<file path="src/rtl/npb_pkg.sv">
// Package of the nearest point with bearing block: widths, CORDIC constants,
// the arctangent table and the types passed between front and back.
`timescale 1ns / 1ps

package npb_pkg;

    localparam int COORD_W       = 16;
    localparam int INDEX_W       = 10;
    localparam int BEARING_W     = 16;
    localparam int DIST_W        = 32;
    localparam int CORDIC_STEPS  = 14;
    localparam int SCALE_SHIFT   = 14;
    localparam int CORDIC_W      = 33;
    localparam int ANGLE_W       = 17;
    localparam int QUEUE_DEPTH   = 4;
    localparam int QUEUE_AW      = $clog2(QUEUE_DEPTH);
    localparam int QUEUE_CW      = $clog2(QUEUE_DEPTH + 1);
    localparam int INDEX_MAX     = (1 << INDEX_W) - 1;

    localparam logic signed [ANGLE_W-1:0] HALF_PI_Q = ANGLE_W'(12868);
    localparam logic signed [ANGLE_W-1:0] PI_Q      = ANGLE_W'(25736);

    // One finished scan, waiting for its bearing.
    typedef struct packed {
        logic signed [COORD_W-1:0] x;
        logic signed [COORD_W-1:0] y;
        logic [INDEX_W-1:0]        pos;
        logic                      has_point;
    } npb_job_t;

    // Contents of one CORDIC pipeline stage.
    typedef struct packed {
        logic signed [CORDIC_W-1:0] cx;
        logic signed [CORDIC_W-1:0] cy;
        logic signed [ANGLE_W-1:0]  angle;
        logic                       origin;
        npb_job_t                   job;
    } npb_stage_t;

    // atan(2^-i) in radians times 8192, rounded to nearest.
    function automatic logic signed [ANGLE_W-1:0] atan_lut(input int idx);
        logic signed [ANGLE_W-1:0] val;
        case (idx)
            0:       val = ANGLE_W'(6434);
            1:       val = ANGLE_W'(3798);
            2:       val = ANGLE_W'(2007);
            3:       val = ANGLE_W'(1019);
            4:       val = ANGLE_W'(511);
            5:       val = ANGLE_W'(256);
            6:       val = ANGLE_W'(128);
            7:       val = ANGLE_W'(64);
            8:       val = ANGLE_W'(32);
            9:       val = ANGLE_W'(16);
            10:      val = ANGLE_W'(8);
            11:      val = ANGLE_W'(4);
            12:      val = ANGLE_W'(2);
            13:      val = ANGLE_W'(1);
            default: val = '0;
        endcase
        return val;
    endfunction

endpackage

</file>
<file path="src/rtl/npb_point_if.sv">
// Channel of incoming scan points: valid/ready handshake plus point payload.
// Depends on npb_pkg.
`timescale 1ns / 1ps

interface npb_point_if;
    import npb_pkg::*;

    logic                      valid;
    logic                      ready;
    logic signed [COORD_W-1:0] point_x;
    logic signed [COORD_W-1:0] point_y;
    logic                      point_present;
    logic                      last_point;

    modport source (output valid, output point_x, output point_y,
                    output point_present, output last_point, input ready);
    modport sink   (input valid, input point_x, input point_y,
                    input point_present, input last_point, output ready);
endinterface

</file>
<file path="src/rtl/npb_front.sv">
// Front end: takes point beats, squares the coordinates, keeps the running
// minimum per scan and emits one job per scan end. Depends on npb_pkg.
`timescale 1ns / 1ps

module npb_front #(
    parameter int MAX_POINTS = 1024
) (
    input  logic              clk,
    input  logic              rst_n,
    npb_point_if.sink         points,
    input  logic              room,
    output logic              push,
    output npb_pkg::npb_job_t push_job
);
    import npb_pkg::*;

    localparam int LIMIT = (MAX_POINTS - 1 < INDEX_MAX) ? MAX_POINTS - 1 : INDEX_MAX;
    localparam logic [INDEX_W-1:0] LIMIT_IDX = INDEX_W'(LIMIT);

    logic                      accept;
    logic [COORD_W-1:0]        abs_x;
    logic [COORD_W-1:0]        abs_y;

    logic                      a_valid_reg;
    logic signed [COORD_W-1:0] a_x_reg;
    logic signed [COORD_W-1:0] a_y_reg;
    logic                      a_present_reg;
    logic                      a_last_reg;
    logic [DIST_W-1:0]         a_xsq_reg;
    logic [DIST_W-1:0]         a_ysq_reg;

    logic [DIST_W-1:0]         best_dist_reg, best_dist_next;
    logic signed [COORD_W-1:0] best_x_reg, best_x_next;
    logic signed [COORD_W-1:0] best_y_reg, best_y_next;
    logic [INDEX_W-1:0]        best_pos_reg, best_pos_next;
    logic [INDEX_W-1:0]        counter_reg, counter_next;
    logic                      has_point_reg, has_point_next;

    logic [DIST_W-1:0]         dist_sq;
    logic                      take;

    assign points.ready = room;
    assign accept       = points.valid && room;
    assign abs_x = points.point_x[COORD_W-1] ? COORD_W'(-points.point_x) : points.point_x;
    assign abs_y = points.point_y[COORD_W-1] ? COORD_W'(-points.point_y) : points.point_y;

    // Stage A: register the squares.
    always_ff @(posedge clk or negedge rst_n)
    begin
        if (!rst_n)
        begin
            a_valid_reg <= 1'b0;
        end
        else
        begin
            a_valid_reg <= accept;
        end
    end

    always_ff @(posedge clk)
    begin
        if (accept)
        begin
            a_x_reg       <= points.point_x;
            a_y_reg       <= points.point_y;
            a_present_reg <= points.point_present;
            a_last_reg    <= points.last_point;
            a_xsq_reg     <= DIST_W'(abs_x) * DIST_W'(abs_x);
            a_ysq_reg     <= DIST_W'(abs_y) * DIST_W'(abs_y);
        end
    end

    // Stage B: add, compare against the running best, close the scan.
    assign dist_sq = a_xsq_reg + a_ysq_reg;
    assign take = a_valid_reg && a_present_reg && (!has_point_reg || dist_sq < best_dist_reg);

    always_comb
    begin
        best_dist_next = best_dist_reg;
        best_x_next    = best_x_reg;
        best_y_next    = best_y_reg;
        best_pos_next  = best_pos_reg;
        counter_next   = counter_reg;
        has_point_next = has_point_reg;
        if (take)
        begin
            best_dist_next = dist_sq;
            best_x_next    = a_x_reg;
            best_y_next    = a_y_reg;
            best_pos_next  = counter_reg;
        end
        if (a_valid_reg && a_present_reg)
        begin
            has_point_next = 1'b1;
            if (counter_reg < LIMIT_IDX)
            begin
                counter_next = counter_reg + 1'b1;
            end
        end
        if (a_valid_reg && a_last_reg)
        begin
            best_dist_next = '1;
            counter_next   = '0;
            has_point_next = 1'b0;
        end
    end

    assign push               = a_valid_reg && a_last_reg;
    assign push_job.x         = best_x_next;
    assign push_job.y         = best_y_next;
    assign push_job.pos       = best_pos_next;
    assign push_job.has_point = has_point_reg || a_present_reg;

    always_ff @(posedge clk or negedge rst_n)
    begin
        if (!rst_n)
        begin
            best_dist_reg <= '1;
            best_x_reg    <= '0;
            best_y_reg    <= '0;
            best_pos_reg  <= '0;
            counter_reg   <= '0;
            has_point_reg <= 1'b0;
        end
        else
        begin
            best_dist_reg <= best_dist_next;
            best_x_reg    <= best_x_next;
            best_y_reg    <= best_y_next;
            best_pos_reg  <= best_pos_next;
            counter_reg   <= counter_next;
            has_point_reg <= has_point_next;
        end
    end

endmodule

</file>
<file path="src/flat_wrapper.sv">
// flat-port wrapper written by rule: the top's interface ports become plain ports
module npb_front_flat import npb_pkg::*;
#(
    parameter int MAX_POINTS = 1024
)
  (clk, rst_n, room, push, push_job, points_valid, points_point_x, points_point_y, points_point_present, points_last_point, points_ready);
  npb_point_if points_i ();
  input  logic clk;
  input  logic rst_n;
  input  logic room;
  output logic push;
  output npb_pkg::npb_job_t push_job;
  input wire logic [$bits(points_i.valid)-1:0] points_valid;
  input wire logic [$bits(points_i.point_x)-1:0] points_point_x;
  input wire logic [$bits(points_i.point_y)-1:0] points_point_y;
  input wire logic [$bits(points_i.point_present)-1:0] points_point_present;
  input wire logic [$bits(points_i.last_point)-1:0] points_last_point;
  output wire logic [$bits(points_i.ready)-1:0] points_ready;
  assign points_i.valid = points_valid;
  assign points_i.point_x = points_point_x;
  assign points_i.point_y = points_point_y;
  assign points_i.point_present = points_point_present;
  assign points_i.last_point = points_last_point;
  assign points_ready = points_i.ready;
  npb_front #(.MAX_POINTS(MAX_POINTS)) u_core (.clk(clk), .rst_n(rst_n), .points(points_i), .room(room), .push(push), .push_job(push_job));
endmodule
</file>
<file path="config.mk">
export PLATFORM = sky130hd
export DESIGN_NAME = npb_front_flat
export DESIGN_NICKNAME = d
export VERILOG_FILES = /design/src/rtl/npb_pkg.sv /design/src/rtl/npb_point_if.sv /design/src/rtl/npb_front.sv /design/src/flat_wrapper.sv
export SDC_FILE = /design/constraint.sdc
export NUM_CORES = 1
export LEC_CHECK = 0
export ABC_AREA = 0
export BUFFER_PORTS_ARGS = -buffer_cell sky130_fd_sc_hd__buf_2
export CAP_MARGIN = 20
export CORE_MARGIN = 1
export CORE_UTILIZATION = 40
export CTS_CLUSTER_SIZE = 12
export DETAILED_ROUTE_END_ITERATION = 16
export GPL_ROUTABILITY_DRIVEN = 0
export HOLD_SLACK_MARGIN = 0.12
export SLEW_MARGIN = 20
export SYNTH_ARGS = -nofsm -noshare
export SYNTH_HDL_FRONTEND = slang
export SYNTH_SLANG_ARGS = --single-unit
</file>
<file path="constraint.sdc">
create_clock -name clk -period 6.5 [get_ports clk]
set_input_delay 1.625 -clock clk [delete_from_list [all_inputs] [get_ports clk]]
set_output_delay 1.625 -clock clk [all_outputs]
set_load 0.03 [all_outputs]
</file>
# Word level (Yosys, flattened, before mapping)
# Index checks and enable logic that the tools add are counted.
# totals
input_bits,38
elab_cells,44
output_inout_bits,45
ff_bits,184
# classes
order_cmp,2
n_mul,2
n_mux,12
reduce_logical,11
n_addsub,4
# op_table
op,count
$mul A16 B16 Y32,2
$mux W16,4
$mux W32,2
$mux W10,4
$add A32 B32 Y32,1
$lt A32 B32 Y1,1
$neg A16 Y16,2
$add A10 B1 Y10 const B,1
$lt A10 B10 Y1 const B,1
$reduce_bool A2 Y1,3
$logic_and A1 B1 Y1,4
$logic_or A1 B1 Y1,2
$mux W1,2
$reduce_and A2 Y1,1
$logic_not A1 Y1,1

# Depth between registers and ports, before layout
# logic_depth
word_depth,6
ltp_mapped,31
ltp_nobuf,30

# Worst setup path before layout
# OpenSTA, ideal clock, no wires.
# synth_timing
kind,input -> register
from,input points_point_y[0]
to,"register u_core.a_ysq_reg[29], data pin"
path_stages,29
required_time_ns,6.240
arrival_ns,8.537
path_buffers,2
setup_time_ns,0.260
setup_slack_ns,-2.297
path_cell_list,clkinv_1 -> clkbuf_1 -> ha_1 -> nand2_1 -> or4_1 -> o21ai_1 -> xor2_1 -> inv_2 -> nand2_1 -> fa_1 -> fa_1 -> inv_1 -> fa_1 -> fa_1 -> fa_1 -> inv_1 -> fa_1 -> inv_1 -> ha_1 -> clkbuf_1 -> a21o_1 -> a21o_1 -> a21o_1 -> a21oi_1 -> o21ai_0 -> a211oi_2 -> nor3_1 -> or2_2 -> xor2_1
# synth_via
elab_chain_cells,3
# synth_rtl
element,line_no,source
"start, declared",flat_wrapper.sv:15,input wire logic [$bits(points_i.point_y)-1:0] points_point_y;
$neg A16 Y16,npb_front.sv:45,assign abs_y = points.point_y[COORD_W-1] ? COORD_W'(-points.point_y) : points.point_y;
$mux W16 *,npb_front.sv:45,
$mul A16 B16 Y32 *,npb_front.sv:69,a_ysq_reg <= DIST_W'(abs_y) * DIST_W'(abs_y);
"end signal, assigned",npb_front.sv:69,
"end, declared",npb_front.sv:30,logic [DIST_W-1:0] a_ysq_reg;
# Mark *: on every way between the ends. The rest lies on a longest branch, timed or not.
# A chain may end at the register's enable or synchronous reset.

# Worst setup path in the final report
# layout_timing
from,input points_point_y[7]
to,"register u_core.a_ysq_reg[28], data pin"
# The elaborated chain is that of the path after synthesis.

==> key figures <==
Setup path
  • R2R depth: 24
  • Max Fanout on Critical Path: 4
  • Req. time, crit path: 6.71 ns
  • Critical setup path kind: input port to flop
  • Critical path arrival: 8.37 ns
  • R2r setup slk: 1.46 ns
  • Worst Setup End Kind: flop
  • Worst setup SP type: input port

Floorplanning
  • # rows: 86
  • Width of the die: 240 um
  • Die area: 57,700 um2
  • Core ar.: 55,500 um2
  • Io pins: 83
  • Starting Density: 0.409
  • Die height: 240 um

Detailed routing
  • Vias per Instance: 4.91
  • DR iter-0 viols: 791
  • Via count: 17.8k
  • DR WL/cell: 15.8 um
  • Routed WL: 57,100 um
  • Residual DRC: 0
  • TritonRoute pass-1 iters: 5
  • Final ANT Viol Nets: 0

Global routing
  • Met2 usage: 0.366
  • Vias in the first global route: 19.3k
  • Largest net degree at the start of global routing: 61
  • Met3 Use GR: 0.0211
  • First-pass GRT wire length: 94,900 um
  • Aggregate global routing overflow: 0
  • Gr busiest metal: met2
  • Total GRT Usage: 0.209
  • GR Util met1: 0.273
  • Antenna violations before repair: 0

Clocking
  • Clk_lat worst skew: 0.47 ns
  • CTS tree: built
  • Hold-fix buffers, CTS: 0
  • Clk slew on worst S/H paths: 0.07 ns
  • H-tree levels: 4
  • Clock Path Buffers: 2
  • Clk root buf: clkbuf_16
  • Clock sinks: 180
  • CTS buffer count: 17

Final layout
  • Most frequent cells in the layout: inv_1 (465), buf_4 (443), fa_1 (318)
  • Share of layout cells above drive strength 1: 0.339
  • Reg area: 5010 um2
  • Area added between synthesis and finish: 35.6%
  • Post-Layout Cell Count: 3,615
  • Filler Cell Count: 4,754
  • Commonest non-fill, non-tap cell in the layout: inv_1
  • ANT cells: 0
  • # nets final: 3,477
  • Max reg flops: 32
  • Final core utilization: 0.554
  • Post-route cell area: 30,800 um2
  • Area of the multi-input gates: 17,400 um2

Place
  • Cell Area, Placed: 27,600 um2
  • Dpl cells: 3,491
  • Dpl hpwl: 44,300 um
  • IO Port Bufs: 82

Timing
  • Final WS setup: -1.66 ns
  • Final worst path period share: 1.26
  • Max Clock Skew: 0.0147 ns
  • Final-report hold violation count: 0
  • Fin Hold WS: 0.506 ns
  • Fin. max-slew vios: 0
  • Min cycle time layout: 8.16 ns
  • Max-slew headroom: 0.424
  • Final setup fails: 86
  • Maximum clock rate: 123 MHz
  • RSZ-0062 raised after global routing: yes
  • Slew @ Worst Pin: 0.865 ns

Synth
  • Yosys reg bits: 180
  • Syn_area_per_cell: 9.95 um2
  • Syn Inst Count: 2,279
  • Distinct cell type count after synthesis: 73
  • Ys flop type: edfxtp_1
  • Post-synth EDFFs: 94
  • Asr flop ratio synth: 0.478
  • Sequential area share after synthesis: 0.221
  • Synth warn: 0
  • Post-Syn Area: 22,700 um2

Worst hold path
  • Hold Path Class: flop to flop
  • Hold path cells: 1

Run status
  • Status: finished with violations
  • Failing checks: setup timing

Run
  • MaxCap Viol Count: 0
## cell usage after synthesis (31+ instances only)
master      n  area (um2)
a21o_1     55         413
a21oi_1    72         360
clkbuf_1   31         116
dfrtp_1    54        1350
dfstp_2    32         841
edfxtp_1   94        2820
fa_1      326        6530
ha_1      259        3240
inv_1     490        1840
mux2_2     43         484
nand2_1   206         773
nor2_1    166         623
o211ai_1   34         255
o21ai_0    37         185
xnor2_1    80         701
xor2_1     42         368
## path summary, 6_finish.rpt
path                                          startpoint                                    to
min                         u_core.a_x_reg[14]$_DFFE_PP_       u_core.best_x_reg[14]$_DFF_PN0_
max in group asynchronous                          rst_n       u_core.best_y_reg[12]$_DFF_PN0_
max                                    points_point_y[7]        u_core.a_ysq_reg[28]$_DFFE_PP_
max reg2reg                u_core.a_xsq_reg[3]$_DFFE_PP_  u_core.best_dist_reg[31]$_DFFE_PN1P_
min in group asynchronous                          rst_n       u_core.best_x_reg[11]$_DFF_PN0_
min reg2reg                 u_core.a_x_reg[14]$_DFFE_PP_       u_core.best_x_reg[14]$_DFF_PN0_
## cell type report
cell class                 instances  share of cell area
timing repair buffer             582               0.157
clock buffer                      18              0.0146
sequential                       180               0.163
clock inverter                    14             0.00577
inverter                         506              0.0634
tap                              748              0.0304
multi-input combinational       1567               0.566
## worst max-delay path, cell delays in order
cell      delay, ns
buf_6          0.09
or4_4          0.56
or4_4          0.49
o31a_1         0.32
xnor2_4        0.24
inv_4          0.08
buf_6          0.12
nand2_4        0.06
fa_1           0.43
fa_1           0.51
inv_2          0.04
fa_2           0.54
fa_2           0.43
fa_1           0.50
inv_1          0.05
fa_2           0.52
inv_2          0.04
ha_4           0.15
a21o_1         0.16
a21o_1         0.17
a21o_1         0.16
a21o_1         0.16
a21o_1         0.19
nand2b_4       0.16
o21ai_4        0.23
nor3_2         0.07
a211o_1        0.24
## per-stage QoR
stage / setup WS [ns] / setup TNS, ns
final: -1.66 / -63.06
after global routing: -1.87 / -76.19
after CTS: -1.60 / -63.80
after detailed placement: -2.24 / -79.24
after global placement: -2.13 / -75.55
after floorplan: -2.02 / -59.03
## cell families (layout without fill, tap and decap cells)
logic type	Yosys count	count (layout)	share of synthesized area
AO/OA/AOI/OAI	293	293	0.0869
XOR/XNOR	125	125	0.0498
adder cells (fa/ha/maj)	585	585	0.431
buffers and inverters	552	1120	0.0927
flip-flops	180	180	0.221
multiplexers	46	46	0.0227
other	2	22	0.000331
AND/OR/NAND/NOR	496	496	0.0960
## timing repair
action,in CTS,in global routing
setup buffers,71,37
endpoints found under the setup margin,87,88
pin swaps,116,111
cloned,6,0
resized for setup,294,142
## routing by layer
| metal | wire length, um | vias to the layer above |
|---|---|---|
| li1 | - | 8399 |
| met1 | 24300 | 8941 |
| met2 | 29300 | 349 |
| met3 | 2380 | 63 |
| met4 | 1080 | 0 |
| met5 | 0 | - |
Power is left out: the tool's default activity adds up to more than one toggle a clock period on the data nets, which glitch-free logic cannot reach.
