## src/rtl/npb_pkg.sv

```systemverilog
// Package of the nearest point with bearing block: widths, CORDIC constants,
// the arctangent table and the types passed between front and back.
`timescale 1ns / 1ps

package npb_pkg;

    localparam int COORD_W       = 16;
    localparam int INDEX_W       = 10;
    localparam int BEARING_W     = 16;
    localparam int DIST_W        = 32;
    localparam int CORDIC_STEPS  = 14;
    localparam int SCALE_SHIFT   = 14;
    localparam int CORDIC_W      = 33;
    localparam int ANGLE_W       = 17;
    localparam int QUEUE_DEPTH   = 4;
    localparam int QUEUE_AW      = $clog2(QUEUE_DEPTH);
    localparam int QUEUE_CW      = $clog2(QUEUE_DEPTH + 1);
    localparam int INDEX_MAX     = (1 << INDEX_W) - 1;

    localparam logic signed [ANGLE_W-1:0] HALF_PI_Q = ANGLE_W'(12868);
    localparam logic signed [ANGLE_W-1:0] PI_Q      = ANGLE_W'(25736);

    // One finished scan, waiting for its bearing.
    typedef struct packed {
        logic signed [COORD_W-1:0] x;
        logic signed [COORD_W-1:0] y;
        logic [INDEX_W-1:0]        pos;
        logic                      has_point;
    } npb_job_t;

    // Contents of one CORDIC pipeline stage.
    typedef struct packed {
        logic signed [CORDIC_W-1:0] cx;
        logic signed [CORDIC_W-1:0] cy;
        logic signed [ANGLE_W-1:0]  angle;
        logic                       origin;
        npb_job_t                   job;
    } npb_stage_t;

    // atan(2^-i) in radians times 8192, rounded to nearest.
    function automatic logic signed [ANGLE_W-1:0] atan_lut(input int idx);
        logic signed [ANGLE_W-1:0] val;
        case (idx)
            0:       val = ANGLE_W'(6434);
            1:       val = ANGLE_W'(3798);
            2:       val = ANGLE_W'(2007);
            3:       val = ANGLE_W'(1019);
            4:       val = ANGLE_W'(511);
            5:       val = ANGLE_W'(256);
            6:       val = ANGLE_W'(128);
            7:       val = ANGLE_W'(64);
            8:       val = ANGLE_W'(32);
            9:       val = ANGLE_W'(16);
            10:      val = ANGLE_W'(8);
            11:      val = ANGLE_W'(4);
            12:      val = ANGLE_W'(2);
            13:      val = ANGLE_W'(1);
            default: val = '0;
        endcase
        return val;
    endfunction

endpackage

```

## src/rtl/npb_answer_if.sv

```systemverilog
// Channel of per-scan answers: valid/ready handshake plus nearest point,
// bearing and index. Depends on npb_pkg.
`timescale 1ns / 1ps

interface npb_answer_if;
    import npb_pkg::*;

    logic                        valid;
    logic                        ready;
    logic signed [COORD_W-1:0]   nearest_x;
    logic signed [COORD_W-1:0]   nearest_y;
    logic signed [BEARING_W-1:0] nearest_bearing;
    logic [INDEX_W-1:0]          nearest_index;

    modport source (output valid, output nearest_x, output nearest_y,
                    output nearest_bearing, output nearest_index, input ready);
    modport sink   (input valid, input nearest_x, input nearest_y,
                    input nearest_bearing, input nearest_index, output ready);
endinterface

```

## src/rtl/npb_back.sv

```systemverilog
// Back end: pipelined vectoring CORDIC for the bearing, held answer and the
// output register. Depends on npb_pkg and npb_answer_if.
`timescale 1ns / 1ps

module npb_back (
    input  logic              clk,
    input  logic              rst_n,
    input  logic              job_valid,
    input  npb_pkg::npb_job_t job,
    output logic              pop,
    npb_answer_if.source      answer
);
    import npb_pkg::*;

    logic                        advance;
    logic                        out_valid_reg;
    logic signed [COORD_W-1:0]   held_x_reg;
    logic signed [COORD_W-1:0]   held_y_reg;
    logic signed [BEARING_W-1:0] held_bearing_reg;
    logic [INDEX_W-1:0]          held_index_reg;

    logic                        valid_reg [CORDIC_STEPS + 1];
    npb_stage_t                  stage_reg [CORDIC_STEPS + 1];
    npb_stage_t                  stage_next [CORDIC_STEPS + 1];

    logic signed [CORDIC_W-1:0]  in_cx;
    logic signed [CORDIC_W-1:0]  in_cy;
    logic signed [ANGLE_W-1:0]   final_angle;
    logic signed [BEARING_W-1:0] bearing;

    // The whole pipeline moves together whenever the output slot frees up.
    assign advance = !out_valid_reg || answer.ready;
    assign pop     = advance;

    assign in_cx = {{(CORDIC_W - COORD_W - SCALE_SHIFT){job.x[COORD_W-1]}},
                    job.x, {SCALE_SHIFT{1'b0}}};
    assign in_cy = {{(CORDIC_W - COORD_W - SCALE_SHIFT){job.y[COORD_W-1]}},
                    job.y, {SCALE_SHIFT{1'b0}}};

    // Entry: points in the left half plane are turned by a quarter turn.
    always_comb
    begin
        stage_next[0].job    = job;
        stage_next[0].origin = (job.x == '0) && (job.y == '0);
        if (in_cx < 0)
        begin
            if (in_cy >= 0)
            begin
                stage_next[0].cx    = in_cy;
                stage_next[0].cy    = -in_cx;
                stage_next[0].angle = HALF_PI_Q;
            end
            else
            begin
                stage_next[0].cx    = -in_cy;
                stage_next[0].cy    = in_cx;
                stage_next[0].angle = -HALF_PI_Q;
            end
        end
        else
        begin
            stage_next[0].cx    = in_cx;
            stage_next[0].cy    = in_cy;
            stage_next[0].angle = '0;
        end
    end

    for (genvar i = 0; i < CORDIC_STEPS; i++)
    begin : g_step
        always_comb
        begin
            stage_next[i+1] = stage_reg[i];
            if (stage_reg[i].cy >= 0)
            begin
                stage_next[i+1].cx    = stage_reg[i].cx + (stage_reg[i].cy >>> i);
                stage_next[i+1].cy    = stage_reg[i].cy - (stage_reg[i].cx >>> i);
                stage_next[i+1].angle = stage_reg[i].angle + atan_lut(i);
            end
            else
            begin
                stage_next[i+1].cx    = stage_reg[i].cx - (stage_reg[i].cy >>> i);
                stage_next[i+1].cy    = stage_reg[i].cy + (stage_reg[i].cx >>> i);
                stage_next[i+1].angle = stage_reg[i].angle - atan_lut(i);
            end
        end
    end

    for (genvar s = 0; s <= CORDIC_STEPS; s++)
    begin : g_stage
        if (s == 0)
        begin : g_head
            always_ff @(posedge clk or negedge rst_n)
            begin
                if (!rst_n)
                begin
                    valid_reg[s] <= 1'b0;
                end
                else if (advance)
                begin
                    valid_reg[s] <= job_valid;
                end
            end
        end
        else
        begin : g_tail
            always_ff @(posedge clk or negedge rst_n)
            begin
                if (!rst_n)
                begin
                    valid_reg[s] <= 1'b0;
                end
                else if (advance)
                begin
                    valid_reg[s] <= valid_reg[s-1];
                end
            end
        end

        always_ff @(posedge clk)
        begin
            if (advance)
            begin
                stage_reg[s] <= stage_next[s];
            end
        end
    end

    assign final_angle = stage_reg[CORDIC_STEPS].angle;

    always_comb
    begin
        if (stage_reg[CORDIC_STEPS].origin)
        begin
            bearing = '0;
        end
        else if (final_angle > PI_Q)
        begin
            bearing = BEARING_W'(PI_Q);
        end
        else if (final_angle < -PI_Q)
        begin
            bearing = BEARING_W'(-PI_Q);
        end
        else
        begin
            bearing = BEARING_W'(final_angle);
        end
    end

    // The held answer doubles as the output register; an empty scan repeats it.
    always_ff @(posedge clk or negedge rst_n)
    begin
        if (!rst_n)
        begin
            out_valid_reg    <= 1'b0;
            held_x_reg       <= '0;
            held_y_reg       <= '0;
            held_bearing_reg <= '0;
            held_index_reg   <= '0;
        end
        else if (advance)
        begin
            out_valid_reg <= valid_reg[CORDIC_STEPS];
            if (valid_reg[CORDIC_STEPS] && stage_reg[CORDIC_STEPS].job.has_point)
            begin
                held_x_reg       <= stage_reg[CORDIC_STEPS].job.x;
                held_y_reg       <= stage_reg[CORDIC_STEPS].job.y;
                held_bearing_reg <= bearing;
                held_index_reg   <= stage_reg[CORDIC_STEPS].job.pos;
            end
        end
    end

    assign answer.valid           = out_valid_reg;
    assign answer.nearest_x       = held_x_reg;
    assign answer.nearest_y       = held_y_reg;
    assign answer.nearest_bearing = held_bearing_reg;
    assign answer.nearest_index   = held_index_reg;

endmodule

```

## src/flat_wrapper.sv

```systemverilog
// flat-port wrapper written by rule: the top's interface ports become plain ports
module npb_back_flat import npb_pkg::*;
  (clk, rst_n, job_valid, job, pop, answer_valid, answer_nearest_x, answer_nearest_y, answer_nearest_bearing, answer_nearest_index, answer_ready);
  npb_answer_if answer_i ();
  input  logic clk;
  input  logic rst_n;
  input  logic job_valid;
  input  npb_pkg::npb_job_t job;
  output logic pop;
  output wire logic [$bits(answer_i.valid)-1:0] answer_valid;
  output wire logic [$bits(answer_i.nearest_x)-1:0] answer_nearest_x;
  output wire logic [$bits(answer_i.nearest_y)-1:0] answer_nearest_y;
  output wire logic [$bits(answer_i.nearest_bearing)-1:0] answer_nearest_bearing;
  output wire logic [$bits(answer_i.nearest_index)-1:0] answer_nearest_index;
  input wire logic [$bits(answer_i.ready)-1:0] answer_ready;
  assign answer_valid = answer_i.valid;
  assign answer_nearest_x = answer_i.nearest_x;
  assign answer_nearest_y = answer_i.nearest_y;
  assign answer_nearest_bearing = answer_i.nearest_bearing;
  assign answer_nearest_index = answer_i.nearest_index;
  assign answer_i.ready = answer_ready;
  npb_back u_core (.clk(clk), .rst_n(rst_n), .job_valid(job_valid), .job(job), .pop(pop), .answer(answer_i));
endmodule
```

## config.mk

```make
export PLATFORM = sky130hd
export DESIGN_NAME = npb_back_flat
export DESIGN_NICKNAME = d
export VERILOG_FILES = /design/src/rtl/npb_pkg.sv /design/src/rtl/npb_answer_if.sv /design/src/rtl/npb_back.sv /design/src/flat_wrapper.sv
export SDC_FILE = /design/constraint.sdc
export NUM_CORES = 2
export LEC_CHECK = 0
export BUFFER_PORTS_ARGS = -buffer_cell sky130_fd_sc_hd__buf_2
export CAP_MARGIN = 20
export CORE_MARGIN = 2
export CORE_UTILIZATION = 65
export CTS_CLUSTER_SIZE = 14
export DETAILED_ROUTE_END_ITERATION = 10
export PLACE_DENSITY = 0.83
export REMOVE_ABC_BUFFERS = 1
export SYNTH_ARGS = -nofsm -noshare
export SYNTH_HDL_FRONTEND = slang
export SYNTH_SLANG_ARGS = --single-unit
```

## constraint.sdc

```tcl
create_clock -name clk -period 144.6 [get_ports clk]
set_input_delay 43.38 -clock clk [delete_from_list [all_inputs] [get_ports clk]]
set_output_delay 43.38 -clock clk [all_outputs]
set_load 0.02 [all_outputs]
```

After elaboration in Yosys (flattened, before gate mapping)
Memories as Yosys holds them, arrays and structs flattened.
Cells that the tools add are included.
{"block": "op_classes", "mux": 21, "n_lt_le_gt_ge": 18, "reduce_logical": 7, "n_addsub": 85}
{"cell": "83-bit two-way mux", "n": 16}
{"cell": "33-bit by 1-bit >= comparator with 1-bit output (second input constant)", "n": 14}
{"cell": "33-bit by 20-bit adder with 33-bit output", "n": 2}
{"cell": "33-bit by 21-bit adder with 33-bit output", "n": 2}
{"cell": "33-bit by 22-bit adder with 33-bit output", "n": 2}
{"cell": "33-bit by 23-bit adder with 33-bit output", "n": 2}
{"cell": "33-bit by 24-bit adder with 33-bit output", "n": 2}
{"cell": "33-bit by 25-bit adder with 33-bit output", "n": 2}
{"cell": "33-bit by 26-bit adder with 33-bit output", "n": 2}
{"cell": "33-bit by 27-bit adder with 33-bit output", "n": 2}
{"cell": "33-bit by 28-bit adder with 33-bit output", "n": 2}
{"cell": "33-bit by 29-bit adder with 33-bit output", "n": 2}
{"cell": "33-bit by 30-bit adder with 33-bit output", "n": 2}
{"cell": "33-bit by 31-bit adder with 33-bit output", "n": 2}
{"cell": "33-bit by 32-bit adder with 33-bit output", "n": 2}
{"cell": "30-bit negation with 33-bit output", "n": 2}
{"cell": "33-bit by 20-bit subtractor with 33-bit output", "n": 2}
{"cell": "33-bit by 21-bit subtractor with 33-bit output", "n": 2}
{"cell": "33-bit by 22-bit subtractor with 33-bit output", "n": 2}
{"cell": "33-bit by 23-bit subtractor with 33-bit output", "n": 2}
{"cell": "33-bit by 24-bit subtractor with 33-bit output", "n": 2}
{"cell": "33-bit by 25-bit subtractor with 33-bit output", "n": 2}
{"cell": "33-bit by 26-bit subtractor with 33-bit output", "n": 2}
{"cell": "33-bit by 27-bit subtractor with 33-bit output", "n": 2}
{"cell": "44 further kinds", "n": 57}
{"block": "totals", "n_memories": 1, "ff_bits": 74, "output_inout_bits": 60, "ramBits": 1905}
{"memory": "u_core.stage_reg", "depth": 15, "width": 127, "read_ports": 15, "rd_ports_with_merged_regs": 0, "wr": 15, "line": "npb_back.sv:23", "source": "npb_stage_t stage_reg [CORDIC_STEPS + 1];"}

Depth between registers and ports, before layout
An unclocked memory read counts as a cell.
{"block": "depth", "word_depth": 5, "mapped_depth": 20, "mapped_depth_nobuf": 20}

Worst setup path after synthesis
No wires, ideal clock.
{"block": "synth_timing", "path_kind": "input to output", "from": "input answer_ready", "to": "output pop", "arrival_time_ns": 87.050, "stages": 3, "slack_ns": 14.170, "cell_sequence": "nand2b_1 -> clkbuf_1 -> buf_1"}
{"block": "synth_via", "elab_chain_cells": 1}
{"item": "start, declared", "line": "flat_wrapper.sv:15", "source": "input wire logic [$bits(answer_i.ready)-1:0] answer_ready;"}
{"item": "1-bit logical OR", "line": "npb_back.sv:32", "source": "assign advance = !out_valid_reg || answer.ready;"}
{"item": "end, declared", "line": "flat_wrapper.sv:9", "source": "output logic pop;"}
No other way between the ends.

Worst setup path after layout
Same ends and word-level chain as after synthesis.

==> results.cfg <==
[outcome]
status = finished, final reports clean

[final_layout]
fill_cells = 10730
layout-drive-gt1-share_pct = 5.358
multiInputGateArea_um2 = 48870
fin_nets = 10250
final-seq-area_um2 = 49810
syn2layout_area_growth_pct = 8.969
largest_register_ff_count = 1598

[cts]
cts_max_path_buffers = 3
clk-insertion-delay-late_ns = 0.84
cts_buffers = 171
htreeDepth = 4
clock-sinks = 1671
cts_resized = 0
cts_tree = done
root_buffer = clkbuf_16
cts_setup_buffers = 0
path_clk_slew_ns = 0.06
postCtsHoldBufs = 0

[place]
place_congestion = 1.016
dp_hpwl_mm = 174.9
portBuffers = 105

[logic_synthesis]
yosysTopAreaCellShare_pct = 47.72
synth_common_cells = edfxtp_1 (1598), ha_1 (885), xnor2_1 (749), a21oi_1 (668), nor2_1 (648)
synth.distinct_cells = 89
postSynthCellCount = 9046
ys_top_cells_by_area = edfxtp_1 (48%), ha_1 (11%), xnor2_1 (6.5%)
ys_warn_count = 0
synth-seq-area-share_pct = 49.54
synth.ff_latch_count = 1671
synth_edf_count = 1598
synthMostInstantiatedCell = edfxtp_1
synth_top_flop_cell = edfxtp_1
syn_area_um2 = 100600
yosys.area.top_type = edfxtp_1
synthArstFlopShare_pct = 4.369
avgSynthCellArea_um2 = 11.12

[critical_path]
required_ns = 101.22
slowest_delay_ns = 0.35
worst-path-buf-inv = 2
critPathMaxFanout = 4
crit_arrival_ns = 44.11
timing_worst_setup_path_type = input port to output port
worst_path_max_delay_cell = buf_2
cp_top_family = buffers and inverters
crit_path_cell_trace = buf_2 > nand2b_4 > buf_2
endpoint_kind = output port
cpMostUsedCell = buf_2
start_kind = input port

[sta]
slew_headroom_pct = 15.86
finalSetupViolations = 0
clock_skew_ns = 0.07485
post-route-period-util_pct = 60.50
final.setup.tns_ns = 0
slew_violations = 0
tightestPinTransition_ns = 1.262
grt_setup_unrepaired = false
hold_violations = 0
fin_crit_ns = 87.49
fmax_mhz = 11.43

[global_route]
grt_pass1_vias = 69550
grt_first_pass_wirelength_mm = 375.2
overflow = 0
grt_max_degree = 199
grt.total_usage_pct = 30.10
antenna_found_initial = 1

[route]
wire_per_inst_um = 20.88
first_pass_iters = 8
finalWirelength_mm = 239.5
wl_met3_mm = 9.844
avgViaCountPerCell = 6.171
dr_total_vias = 70790
met2_length_mm = 116.8
initialDrtViolationCount = 5262
wl_met1_mm = 93.62
highest_layer = met4
route.detailed.drc = 0
ant_nets = 0

[floorplan]
fp.dieW_um = 397.3
ios = 107
die-area_um2 = 157900
core_area_um2 = 153900
die_y_um = 397.3
rows = 144
initial_core_util_pct = 65.36

[worst_hold_path]
hold_path.class = register to register

[flow_run]
max_cap_viol_count = 0
-- layout by cell type, fill, tap and decap left out, types with 64 or more instances in the layout --
| cell type | synthesis | routed |
|---|---|---|
| edfxtp_1 | 1598 | 1598 |
| ha_1 | 885 | 885 |
| xnor2_1 | 749 | 749 |
| a21oi_1 | 668 | 668 |
| nor2_1 | 648 | 648 |
| nand2_1 | 634 | 634 |
| o21ai_0 | 560 | 560 |
| xor2_1 | 435 | 435 |
| inv_1 | 414 | 414 |
| a21o_1 | 301 | 301 |
| clkbuf_16 | 0 | 171 |
| o31ai_1 | 157 | 157 |
| nor3_1 | 144 | 144 |
| nand3_1 | 143 | 142 |
| nand2b_1 | 124 | 123 |
| o21bai_1 | 109 | 109 |
| nor2b_1 | 108 | 108 |
| buf_2 | 3 | 104 |
| or3_1 | 98 | 98 |
| o21a_1 | 92 | 92 |
| or4_1 | 82 | 82 |
| o41ai_1 | 76 | 76 |
| nor4_1 | 76 | 76 |
| dfrtp_1 | 73 | 73 |
| and3_1 | 65 | 64 |
-- cell families after synthesis --
logic type / after synthesis / share of synthesized area [%]
AOI/OAI and AO/OA: 2376 / 15.04
and+or+nand+nor: 2313 / 11.09
muxes: 29 / 0.3086
buffers and inverters: 557 / 2.094
DFF: 1671 / 49.54
other: 1 / 0.003729
xor gates and xnor gates: 1184 / 10.31
adders and majority gates: 915 / 11.61
-- stage by stage --
step	hold slack [ns]	util, %	cells	setup WS, ns	instance area, um2
2_1_floorplan	0.4003	-	8963	19.35	100200
3_3_place_gp	0.4006	67.40	11160	57.08	103700
3_5_place_dp	0.4045	67.40	11160	57.09	103700
4_1_cts	0.3721	71.20	11470	57.09	109600
5_1_grt	0.3748	71.22	11470	57.09	109600
6_report	0.3805	71.22	11470	57.11	109600
-- final timing paths --
kind / start / end / slack (ns) / cells past startpoint
max: answer_ready / pop / 57.11 / 3
min: u_core.stage_reg[0][258]$_DFFE_PP_ / u_core.stage_reg[0][385]$_DFFE_PP_ / 0.38 / 0
max reg2reg: u_core.stage_reg[2][365]$_DFFE_PP_ / u_core.stage_reg[2][474]$_DFFE_PP_ / 139.01 / 16
min reg2reg: u_core.stage_reg[0][258]$_DFFE_PP_ / u_core.stage_reg[0][385]$_DFFE_PP_ / 0.38 / 0
max in group asynchronous: rst_n / u_core.answer.nearest_index[5]$_DFFE_PN0P_ / 101.10 / 2
min in group asynchronous: rst_n / u_core.answer.valid$_DFFE_PN0P_ / 42.47 / 1
-- layer usage --
metal | vias to the layer above | track usage (%)
li1 | 34080 | -
met1 | 33760 | 34.99
met2 | 2223 | 51.80
met3 | 726 | 3.707
met4 | 0 | 21.27
met5 | - | 0
-- cell type report --
class / instances / area share [%]
clock inverter: 101 / 1.233
clock buffer: 212 / 4.109
multi-input combinational: 6876 / 44.60
antenna: 1 / 0.002284
sequential: 1671 / 45.46
tap: 2044 / 2.334
timing repair buffer: 150 / 0.8358
inverter: 416 / 1.425
Power is not shown: default switching activity piles up to over one toggle a cycle in this logic, so the estimate is an artifact.
