--- config.mk ---
export PLATFORM = sky130hd
export DESIGN_NAME = npb_queue
export DESIGN_NICKNAME = d
export VERILOG_FILES = /design/src/rtl/npb_pkg.sv /design/src/rtl/npb_queue.sv
export SDC_FILE = /design/constraint.sdc
export NUM_CORES = 1
export LEC_CHECK = 0
export ABC_AREA = 1
export BUFFER_PORTS_ARGS = -buffer_cell sky130_fd_sc_hd__buf_4
export CAP_MARGIN = 20
export CORE_ASPECT_RATIO = 1.25
export CORE_MARGIN = 1.5
export CORE_UTILIZATION = 46
export CTS_CLUSTER_SIZE = 20
export DETAILED_ROUTE_END_ITERATION = 8
export GPL_ROUTABILITY_DRIVEN = 0
export HOLD_SLACK_MARGIN = 0.02
export MAX_ROUTING_LAYER = met4
export PLACE_DENSITY = 0.65
export SLEW_MARGIN = 20
export SYNTH_ARGS = -nofsm -noshare
export SYNTH_HDL_FRONTEND = slang
export SYNTH_SLANG_ARGS = --single-unit
--- constraint.sdc ---
create_clock -name clk -period 3.8 [get_ports clk]
set_clock_uncertainty 0.1 [all_clocks]
set_input_delay 0.57 -clock clk [delete_from_list [all_inputs] [get_ports clk]]
set_output_delay 0.57 -clock clk [all_outputs]
set_load 0.05 [all_outputs]
--- src/rtl/npb_pkg.sv ---
// Package of the nearest point with bearing block: widths, CORDIC constants,
// the arctangent table and the types passed between front and back.
`timescale 1ns / 1ps

package npb_pkg;

    localparam int COORD_W       = 16;
    localparam int INDEX_W       = 10;
    localparam int BEARING_W     = 16;
    localparam int DIST_W        = 32;
    localparam int CORDIC_STEPS  = 14;
    localparam int SCALE_SHIFT   = 14;
    localparam int CORDIC_W      = 33;
    localparam int ANGLE_W       = 17;
    localparam int QUEUE_DEPTH   = 4;
    localparam int QUEUE_AW      = $clog2(QUEUE_DEPTH);
    localparam int QUEUE_CW      = $clog2(QUEUE_DEPTH + 1);
    localparam int INDEX_MAX     = (1 << INDEX_W) - 1;

    localparam logic signed [ANGLE_W-1:0] HALF_PI_Q = ANGLE_W'(12868);
    localparam logic signed [ANGLE_W-1:0] PI_Q      = ANGLE_W'(25736);

    // One finished scan, waiting for its bearing.
    typedef struct packed {
        logic signed [COORD_W-1:0] x;
        logic signed [COORD_W-1:0] y;
        logic [INDEX_W-1:0]        pos;
        logic                      has_point;
    } npb_job_t;

    // Contents of one CORDIC pipeline stage.
    typedef struct packed {
        logic signed [CORDIC_W-1:0] cx;
        logic signed [CORDIC_W-1:0] cy;
        logic signed [ANGLE_W-1:0]  angle;
        logic                       origin;
        npb_job_t                   job;
    } npb_stage_t;

    // atan(2^-i) in radians times 8192, rounded to nearest.
    function automatic logic signed [ANGLE_W-1:0] atan_lut(input int idx);
        logic signed [ANGLE_W-1:0] val;
        case (idx)
            0:       val = ANGLE_W'(6434);
            1:       val = ANGLE_W'(3798);
            2:       val = ANGLE_W'(2007);
            3:       val = ANGLE_W'(1019);
            4:       val = ANGLE_W'(511);
            5:       val = ANGLE_W'(256);
            6:       val = ANGLE_W'(128);
            7:       val = ANGLE_W'(64);
            8:       val = ANGLE_W'(32);
            9:       val = ANGLE_W'(16);
            10:      val = ANGLE_W'(8);
            11:      val = ANGLE_W'(4);
            12:      val = ANGLE_W'(2);
            13:      val = ANGLE_W'(1);
            default: val = '0;
        endcase
        return val;
    endfunction

endpackage

--- src/rtl/npb_queue.sv ---
// Short job queue between front and back so that each side stalls alone.
// Depends on npb_pkg.
`timescale 1ns / 1ps

module npb_queue (
    input  logic              clk,
    input  logic              rst_n,
    input  logic              push,
    input  npb_pkg::npb_job_t push_job,
    input  logic              pop,
    output logic              head_valid,
    output npb_pkg::npb_job_t head_job,
    output logic              room
);
    import npb_pkg::*;

    npb_job_t            mem [QUEUE_DEPTH];
    logic [QUEUE_AW-1:0] wr_ptr_reg;
    logic [QUEUE_AW-1:0] rd_ptr_reg;
    logic [QUEUE_CW-1:0] count_reg;
    logic                do_pop;

    assign head_valid = (count_reg != '0);
    assign head_job   = mem[rd_ptr_reg];
    assign do_pop     = pop && head_valid;
    // Two free slots: one for a scan end already in the front pipeline,
    // one for the beat being accepted now.
    assign room       = (count_reg <= QUEUE_CW'(QUEUE_DEPTH - 2));

    always_ff @(posedge clk)
    begin
        if (push)
        begin
            mem[wr_ptr_reg] <= push_job;
        end
    end

    always_ff @(posedge clk or negedge rst_n)
    begin
        if (!rst_n)
        begin
            wr_ptr_reg <= '0;
            rd_ptr_reg <= '0;
            count_reg  <= '0;
        end
        else
        begin
            if (push)
            begin
                wr_ptr_reg <= wr_ptr_reg + 1'b1;
            end
            if (do_pop)
            begin
                rd_ptr_reg <= rd_ptr_reg + 1'b1;
            end
            case ({push, do_pop})
                2'b10:   count_reg <= count_reg + 1'b1;
                2'b01:   count_reg <= count_reg - 1'b1;
                default: count_reg <= count_reg;
            endcase
        end
    end

endmodule

Word-level counts from Yosys, hierarchy flattened
Memories as Yosys holds them, arrays and structs flattened.
Index checks and enable logic that the tools add are counted.
{"block": "word_totals", "reg_bits": 7, "mem_bits_rw": 172, "input_bits": 47, "word_cells": 17, "mem_count": 1}
{"name": "mem", "words": 4, "word_bits": 43, "rd": 1, "rd_ports_with_merged_regs": 0, "write_ports": 1, "line": "npb_queue.sv:17", "source": "npb_job_t mem [QUEUE_DEPTH];"}
{"block": "classes", "addsub": 4, "order_cmp": 1, "eq_ne": 2, "mux": 3, "reduce_logical": 3}
{"op": "one-hot mux 3 bit (2 select lines)", "n": 1}
{"op": "adder 2 x 1 -> 2 bit (second input constant)", "n": 2}
{"op": "adder 3 x 1 -> 3 bit (second input constant)", "n": 1}
{"op": "less-or-equal comparator 3 x 2 -> 1 bit (second input constant)", "n": 1}
{"op": "nonzero test 3 bit", "n": 1}
{"op": "subtractor 3 x 1 -> 3 bit (second input constant)", "n": 1}
{"op": "== test 2 x 1 -> 1 bit (second input constant)", "n": 1}
{"op": "== test 2 bit (second input constant)", "n": 1}
{"op": "2-to-1 mux 1 bit", "n": 2}
{"op": "nonzero test 2 bit", "n": 1}
{"op": "logical AND 1 bit", "n": 1}

Depth between registers and ports, before layout
Gate-level depths: netlist of the first run.
{"block": "depth", "ltp_word": 4, "mapped_depth": 12, "mapped_depth_nobuf": 12}

Worst setup path after synthesis of the first run
No wires, ideal clock.
{"block": "synth_path", "path_kind": "input port to flip-flop", "start": "in push", "end": "mem mem[1][0] in the netlist's numbering, enable pin", "arrival_ns": 1.722, "setup_slack_ns": 1.581, "cell_stages": 3, "cell_sequence": "clkbuf_1 > nand2_1 > inv_1"}
{"block": "synth_via", "elab_chain_cells": 2}
{"element": "start: declaration", "line": "npb_queue.sv:8", "source": "input logic push,"}
{"element": "2-to-1 mux 1 bit", "line": "npb_queue.sv:32", "source": "if (push)"}
{"element": "2-to-1 mux 1 bit (implied by the code)", "line": "npb_queue.sv:34", "source": "mem[wr_ptr_reg] <= push_job;"}
{"element": "end: declaration", "line": "npb_queue.sv:17"}
No other way between the ends.

==> impl_results.md, run 1 <==
- Cell variety after synth: 18
- Post-Synth Adder-Cell Area: 0.01126
- Initial cell density of the core: 0.4712
- Area of the die: 16720 um2
- Final setup fails: 0
- Sequential fraction of the synthesis area: 0.7278
- Routed vias: approximately 4300
- Fin. max-slew vios: 0
- LEAKAGE: 3.552 nW
- Element type at the critical path end: output pin
- Number of port buffers: 91
- Vias in the first global route: 4279
- Vias per std cell: 4.939
- Filler cells: 1304
- PostCTS Resize Cnt: 0
- Max FFs per register: 172
- H-tree levels: 4
- Largest net degree at the start of global routing: 81
- Quantity of hold-fixing buffers added after cts: 1
- Switching share of power: 0.4297
- Number of diodes: 0
- DRC: 0
- Worst skew pair latency: 0.42 ns
- Mapped Avg Cell Area: 13.13 um2
- HP Class: primary input to flip-flop
- Mux share of post-synthesis cell area: 0
- Inst Count DP: 839
- CTS root buf: clkbuf_16
- Pint: roughly 4.4 mW
- Crit start category: flip-flop
- First-pass GRT wire length: 21430 um
- Mapped Nets: just over 600
- Fmax: 337.1 MHz
- Final min period: 2.967 ns
- Layout net count: 700
- Post-DP Area: 8132 um2
- Total global routing overflow: 0
- Pwr dens: between 800 and 900 nW/um2
- CTS sink cnt: 179
- RSZ-0062 raised after global routing: false
- Gate Count Post-Synth: ~560
- CTS Buf Count: 17
- Compound-gate portion of the synthesized area: 0.09277
- Crit path DAT: 2.30 ns
- Antenna-violating nets left: 0
- Xor/xnor cell area share of the yosys netlist: 0.002387
- Sequential power share: 0.348
- Chip Width: 116.0 um
- Design area: 8698 um2
- Post-CTS Setup Inserts: 0
- Share of layout cells above drive strength 1: 0.2076
- Synth Cell Area: 7337 um2
- Final hold violation count: 0
- Yosys top cell by area: edfxtp_1
- Max Root-Sink Buffers: 2
- Io pins: 92
- Warnings from Yosys: 0
- Finished Layout Cells: between 800 and 900
- Least-Margin Pin Slew: 0.9349 ns
- Pre-antenna DRT Iters: 5
- Dpl hpwl: ~8000 um
- DR WL/cell: roughly 15 um
- Clock share of power: 0.210
- Total global-route track usage: 0.1780
- Required @ worst endpoint: 3.13 ns
- Crit Path Max Fanout: 80
- Final setup TNS: 0 ns
- CP Class: flip-flop to output pin
- Initial antenna violation count: 0
- Area of the core: between 15000 and 20000 um2
- Iter 0 DRT Violations: 200
- Standard-cell row count: between 50 and 60
- Total Wirelength: between 10000 and 15000 um
- Max cap viols: 0
- CTS tree: built
- Simple-gate share of the synthesized area: 0.07879
- DIE HEIGHT: 144.2 um
- Clock transition at path regs: roughly 0.070 ns
- Worst rel slew slack: 0.3758
- Setup ws final: roughly 0.83 ns
- Area delta synth->final: 18.55%
- Period utilisation layout: 0.7807
- Synth top area share: 0.7040
- Logic gate share of total power: 0.442
- Peak supply drop: 563.9 uV
- Largest family of logic cells by synthesized area: compound AO/OA/AOI/OAI gates
- Post-synthesis register bit count: 179
- Outcome: complete, no violations
- Largest cells by area after synthesis: edfxtp_1 (70%), o211ai_1 (8.4%), nand2_1 (7.5%)
- Sw power: 3.327 mW
- Hold Worst Slack: 0.2483 ns
- Setup WS pre-CTS: 1.265 ns
-- metal layers --
layer,GRT usage,vias to the layer above,routed length [um]
met3,0.04610,11,627
li1,-,2110,-
met2,0.2950,88,7133
met5,-,-,0
met4,0.05584,0,133
met1,0.2139,2098,5586
-- cells by family after synthesis --
kind of cell,after synthesis
AO/OA/AOI/OAI,89
flip-flops,179
adder cells (fa/ha/maj),6
buffers and inverters,131
XOR/XNOR,2
AND/OR/NAND/NOR,152
-- final timing paths --
kind | cells past startpoint | start | slack [ns] | endpoint
max | 6 | rd_ptr_reg[0]$_DFFE_PN0P_ | 0.83 | head_job[32]
min | 1 | push_job[6] | 0.25 | mem[3][6]$_DFFE_PP_
max reg2reg | 8 | count_reg[0]$_DFFE_PN0P_ | 1.83 | count_reg[1]$_DFFE_PN0P_
min reg2reg | 1 | count_reg[0]$_DFFE_PN0P_ | 0.40 | count_reg[0]$_DFFE_PN0P_
max in group asynchronous | 2 | rst_n | 3.07 | rd_ptr_reg[1]$_DFFE_PN0P_
min in group asynchronous | 2 | rst_n | 0.40 | count_reg[0]$_DFFE_PN0P_
-- layout by cell type (no fill, tap or decap), drive strengths merged --
cell type / Yosys / final
edfxtp: 172 / 172
nand2: 147 / 147
inv: 102 / 107
buf: 27 / 97
o211ai: 86 / 86
clkbuf: 2 / 17
clkinv: 0 / 8
dfrtp: 7 / 7
ha: 5 / 5
nand3: 4 / 4
o21ai: 2 / 2
a21oi: 1 / 1
xnor2: 1 / 1
xor2: 1 / 1
nand4: 1 / 1
fa: 1 / 1
clkinvlp: 0 / 1
bufinv: 0 / 1
dlygate4sd3: 0 / 1
-- power groups by stage --
stage | Sequential [mW] | Combinational (mW) | Clock [mW]
final | 2.69 | 3.42 | 1.63
after global routing | 2.72 | 3.69 | 1.74
after CTS | 2.69 | 3.47 | 1.66
after detailed placement | 2.74 | 3.46 | 0
after global placement | 2.73 | 3.35 | 0
after floorplan | 2.71 | 2.61 | 0
-- through the flow --
stage / utilization / power, mW
2_1_floorplan: - / 5.318
3_3_place_gp: 0.5182 / 6.076
3_5_place_dp: 0.5223 / 6.199
4_1_cts: 0.5587 / 7.819
5_1_grt: 0.5587 / 8.153
6_report: 0.5587 / 7.744
-- cells in the mapped netlist --
library cell and number:
a21oi_1 1, buf_2 9, buf_6 18, clkbuf_1 2, dfrtp_1 7, edfxtp_1 172
fa_1 1, ha_1 5, inv_1 100, inv_2 2, nand2_1 147, nand3_1 4
nand4_1 1, o211ai_1 82, o211ai_2 4, o21ai_0 2, xnor2_1 1, xor2_1 1
-- worst max-delay path, cell delays in order (launching register included) --
cell and delay [ns]:
dfrtp_1 0.42, inv_4 0.56, buf_4 0.41, nand2_1 0.10, o211ai_1 0.11, nand2_1 0.08, buf_4 0.19
-- area by class of cell --
class	count	area, um2	share of cell area
Timing Repair Buffer	98	788.3	0.09062
Multi-Input combinational cell	249	1359	0.1562
Clock buffer	17	425.4	0.04891
Clock inverter	15	131.4	0.01510
Inverter	102	387.9	0.04459
Tap cell	212	265.3	0.03049
Sequential cell	179	5341	0.6141
No activity file was read; power rests on OpenSTA's default activity.
==> run 2: changes to the inputs <==
Settings changed: PLACE_DENSITY 0.65 to 0.67.
Clock period 3.8 ns to 2.6 ns, I/O delays scaled along.
==> run 2 against run 1 <==
  * First-iteration DRC count rose by 33%
  * Largest power group unchanged
  * Critical endpoint is now head_job[4]
  * Largest cell class unchanged
  * Combinational power up 51%
  * Die area unchanged
  * Setup slack got worse by 0.62 ns
  * Worst hold slack lost 0.17 ns
  * Critical path type unchanged
  * Sequential share of layout area decreased by 0.39 points
  * Final cell count is 0.69% higher
==> impl_results.md, run 2 (synthesis results as in run 1) <==
- Outcome: complete, no violations
- Number of port buffers: 91
- Layout net count: 706
- Max cap viols: 0
- Final min period: 2.391 ns
- Routed vias: about 4300
- DIE HEIGHT: approximately 140 um
- Buffers & Inverters on Critical Path: 3
- Worst setup path start: rd_ptr_reg[0]$_DFFE_PN0P_
- Chip Width: 116.0 um
- Total global-route track usage: 0.1776
- Number of diodes: 0
- CP Depth: 6
- Initial antenna violation count: 0
- Post-CTS Setup Inserts: 0
- Slowest CP cell: dfrtp_1
- Commonest non-fill, non-tap cells in the layout: edfxtp_1 (172), nand2_1 (147), inv_1 (96), buf_4 (96), o211ai_1 (82)
- CP cell instances: inv_4 > buf_12 > nand2_1 > o211ai_1 > nand2_1 > buf_4
- DR WL/cell: 15.56 um
- Clock share of power: 0.200
- Final setup fails: 0
- Crit path DAT: 1.90 ns
- RSZ-0062 raised after global routing: false
- RR Endpoint: count_reg[2]$_DFFE_PN0P_
- Vias in the first global route: 4318
- LEAKAGE: 3.579 nW
- Fmax: 418.2 MHz
- CTS sink cnt: around 180
- Total Wirelength: 13660 um
- Worst skew pair latency: 0.41 ns
- Pre-antenna DRT Iters: 4
- First-pass GRT wire length: roughly 22000 um
- Area delta synth->final: 19.32%
- Pwr dens: between 1000 and 1500 nW/um2
- Period utilisation layout: 0.9197
- Critical path's top delay family: buffers and inverters
- Sw power: 4.901 mW
- Final hold violation count: 0
- Least-Margin Pin Slew: 0.3437 ns
- Pwr Total: 11.36 mW
- Peak supply drop: about 960 uV
- Element type at the critical path end: output pin
- Pint: 6.455 mW
- RR Startpoint: count_reg[0]$_DFFE_PN0P_
- Worst rel slew slack: 0.7709
- Logic gate share of total power: 0.454
- Area of the die: approximately 17000 um2
- DRC: 0
- Sequential power share: 0.346
- Total global routing overflow: 0
- Top cell by count, worst path: nand2_1
- Initial cell density of the core: 0.4712
- Standard-cell row count: 51
- Dpl hpwl: roughly 8000 um
- Crit path largest cell delay: between 0.4 and 0.5 ns
- Max FFs per register: 172
- Required @ worst endpoint: 2.11 ns
- Max Root-Sink Buffers: 2
- Fin. max-slew vios: 0
- Share of layout cells above drive strength 1: 0.2177
- CP Class: flip-flop to output pin
- Crit start category: flip-flop
- Area of the core: around 16000 um2
- Clock transition at path regs: 0.07 ns
- Capture point of the worst path: head_job[4]
- Largest net degree at the start of global routing: between 50 and 60
- Final setup TNS: 0 ns
- Switching share of power: 0.4316
- Hold Worst Slack: about 0.074 ns
- CTS root buf: clkbuf_16
- Io pins: 92
- Crit Path Max Fanout: 57
- CTS Buf Count: 17
- CTS tree: built
- R2r worst-path depth: 11
- H-tree levels: 4
- Antenna-violating nets left: 0
- HP Class: primary input to flip-flop
- Vias per std cell: 4.893
- Iter 0 DRT Violations: 265
- Worst R2R Setup Slack: 0.62 ns
- Commonest non-fill, non-tap cell in the layout: edfxtp_1
-- run 2: cell types whose count changed in the layout (fill, tap and decap cells not counted), sizes merged --
| cell | previous run | this run |
|---|---|---|
| inv | 107 | 106 |
| clkinvlp | 1 | 3 |
| buf | 97 | 103 |
| clkinv | 8 | 7 |
| bufinv | 1 | 0 |
| clkbuf | 17 | 18 |
-- run 2: per-stage QoR --
stage | setup slack [ns] | utilization | cell area [um2] | instances
2_1_floorplan | 0.4024 | - | 7337 | 559
3_3_place_gp | 0.6850 | 0.5274 | 8212 | 845
3_5_place_dp | 0.6331 | 0.5274 | 8212 | 845
4_1_cts | 0.1899 | 0.5623 | 8755 | 878
5_1_grt | 0.05982 | 0.5623 | 8755 | 878
6_report | 0.2088 | 0.5623 | 8755 | 878
-- run 2: area by class of cell --
class                   instances  area [um2]
inverters                     102       385.4
clock inverters                14       103.9
multi-input cells             249        1359
flip-flops and latches        179        5341
well taps                     212       265.3
repair buffers                104       870.8
clock buffers                  18       429.2
fillers                      1272        6815
-- run 2: per-layer routing --
metal  track usage  share of wire  wire [um]  vias up
li1              -              -          -     2115
met1        0.2091           0.43       5813     2080
met2        0.3006           0.52       7077       85
met3       0.03814          0.039        532       16
met4       0.06483          0.018        240        0
met5             -              0          0        -
-- run 2: worst min-delay path by stage --
stage | from | endpoint | slack [ns] | depth (start not counted)
floorplan | rst_n | count_reg[0]$_DFFE_PN0P_ | -0.006 | 0
detailed placement | rst_n | count_reg[2]$_DFFE_PN0P_ | 0.11 | 1
finish | push_job[32] | mem[0][32]$_DFFE_PP_ | 0.07 | 1
CTS | push_job[15] | mem[0][15]$_DFFE_PP_ | 0.06 | 1
global route | push_job[15] | mem[0][15]$_DFFE_PP_ | 0.06 | 1
global placement | rst_n | count_reg[2]$_DFFE_PN0P_ | 0.11 | 1
-- run 2: power by group through the flow --
stage          Combinational (mW)  Sequential [mW]  Clock, mW
2_1_floorplan                3.81             3.96          0
3_5_place_dp                 5.19             3.99          0
3_3_place_gp                 5.11             3.97          0
5_1_grt                      5.53             3.98       2.42
6_report                     5.15             3.93       2.27
4_1_cts                      5.21             3.93       2.31
-- run 2: timing repair --
| action | 4_1_cts | 5_1_grt |
|---|---|---|
| resized for setup | 0 | 0 |
| setup endpoints to repair | 0 | 0 |
| hold endpoints to repair | 7 | 0 |
| hold buffers | 1 | 0 |
==> run 3: changes to the inputs <==
Settings changed: RECOVER_POWER set to 25.
==> run 3 against run 2 <==
  * Via count grew 0.63%
  * Die area is the same
  * Flip-flop and latch count is the same
  * Final cell count is the same
  * Highest routed layer unchanged
  * Non-clock buffer count is the same
  * Combinational power is essentially flat
  * Largest power group unchanged
==> impl_results.md, run 3 (synthesis results as in run 1) <==
- Max FFs per register: about 170
- CTS tree: built
- DRC: 0
- Antenna-violating nets left: 0
- Outcome: complete, no violations
- Hold Worst Slack: roughly 0.08 ns
- Initial cell density of the core: 0.4712
- Commonest non-fill, non-tap cells in the layout: edfxtp_1 (172), nand2_1 (147), inv_1 (96), o211ai_1 (82), buf_4 (67)
- Chip Width: 116.0 um
- Area delta synth->final: 17.84%
- CP Class: flip-flop to output pin
- Post-CTS Setup Inserts: 0
- Initial antenna violation count: 0
- Standard-cell row count: 51
- Period utilisation layout: 0.9197
- CTS root buf: clkbuf_16
- First-pass GRT wire length: 21570 um
- Area occupied by multi-input gates: ~1400 um2
- Top cell by count, worst path: nand2_1
- Routed vias: about 4300
- CP cell instances: inv_4 > buf_12 > nand2_1 > o211ai_1 > nand2_1 > buf_4
- Required @ worst endpoint: between 2 and 2.5 ns
- Dpl hpwl: 8161 um
- Clock share of power: 0.200
- CTS sink cnt: 179
- H-tree levels: 4
- Area of the die: 16720 um2
- Vias in the first global route: about 4300
- Buffers & Inverters on Critical Path: 3
- Element type at the critical path end: output pin
- RSZ-0062 raised after global routing: false
- Area of the core: ~16000 um2
- Max Root-Sink Buffers: 2
- Pwr Total: between 10 and 15 mW
- Total Wirelength: roughly 14000 um
- LEAKAGE: ~3.5 nW
- Vias per std cell: 4.924
- Sw power: 4.897 mW
- Largest net degree at the start of global routing: 58
- Crit path DAT: 1.90 ns
- Crit path largest cell delay: 0.42 ns
- Reg area: ~5300 um2
- CTS Buf Count: 17
- Fmax: approximately 420 MHz
- Worst rel slew slack: 0.7696
- Inst Count DP: roughly 850
- Crit Path Max Fanout: 57
- HP Class: primary input to flip-flop
- Io pins: 92
- Sequential power share: 0.347
- Final min period: 2.391 ns
- Filler cells: approximately 1300
- Total global-route track usage: 0.1776
- Number of diodes: 0
- Pre-antenna DRT Iters: 4
- Crit start category: flip-flop
- Total global routing overflow: 0
- Layout net count: 706
- DIE HEIGHT: between 100 and 150 um
- Final setup fails: 0
- Critical path's top delay family: buffers and inverters
- Final setup TNS: 0 ns
- Share of layout cells above drive strength 1: 0.1742
- Least-Margin Pin Slew: about 0.35 ns
- Slowest CP cell: dfrtp_1
- Logic gate share of total power: 0.453
- Worst skew pair latency: 0.41 ns
- DR WL/cell: 15.56 um
- Iter 0 DRT Violations: between 200 and 300
- Peak supply drop: roughly 950 uV
- Switching share of power: 0.4321
- Fin. max-slew vios: 0
- Pint: 6.436 mW
- Worst R2R Setup Slack: 0.62 ns
- Final hold violation count: 0
- Commonest non-fill, non-tap cell in the layout: edfxtp_1
- Number of port buffers: 91
- Max cap viols: 0
- Pwr dens: 1311 nW/um2
- Clock transition at path regs: about 0.07 ns
- Finished Layout Cells: 878
## run 3: path summary, 6_finish.rpt
path	startpoint	cells past startpoint	to
max	rd_ptr_reg[0]$_DFFE_PN0P_	6	head_job[4]
min	push_job[31]	1	mem[2][31]$_DFFE_PP_
max reg2reg	count_reg[0]$_DFFE_PN0P_	11	count_reg[2]$_DFFE_PN0P_
min reg2reg	count_reg[2]$_DFFE_PN0P_	2	count_reg[2]$_DFFE_PN0P_
max in group asynchronous	rst_n	2	rd_ptr_reg[1]$_DFFE_PN0P_
min in group asynchronous	rst_n	2	count_reg[2]$_DFFE_PN0P_
## run 3: cell type report
| cell class | count | share of cell area |
|---|---|---|
| sequential | 179 | 0.6178 |
| multi-input combinational | 249 | 0.1572 |
| timing repair buffer | 104 | 0.08813 |
| clock buffer | 18 | 0.04964 |
| inverter | 102 | 0.04457 |
| tap | 212 | 0.03068 |
| clock inverter | 14 | 0.01201 |
## run 3: power by group through the flow
stage	clock, mW	sequential (mW)	combinational [mW]
finish	2.27	3.93	5.13
CTS	2.31	3.93	5.21
floorplan	0	3.96	3.81
detailed placement	0	3.99	5.19
global route	2.42	3.98	5.51
global placement	0	3.97	5.11
## run 3: layer usage
layer,global-route usage,wire length (um),vias to the layer above
met4,0.06483,263,0
met2,0.3006,7061,86
met3,0.03814,565,17
li1,-,-,2115
met1,0.2091,5776,2105
met5,-,0,-
## run 3: per-stage QoR
step,area [um2],utilization,setup slack [ns]
global route,8646,0.5553,0.05982
CTS,8755,0.5623,0.1899
finish,8646,0.5553,0.2088
detailed placement,8212,0.5274,0.6331
global placement,8212,0.5274,0.6850
floorplan,7337,-,0.4024
## run 3: repair_timing
| action | 4_1_cts | 5_1_grt |
|---|---|---|
| endpoints found under the hold margin | 7 | 0 |
| hold buffers | 1 | 0 |
| gates resized for setup | 0 | 0 |
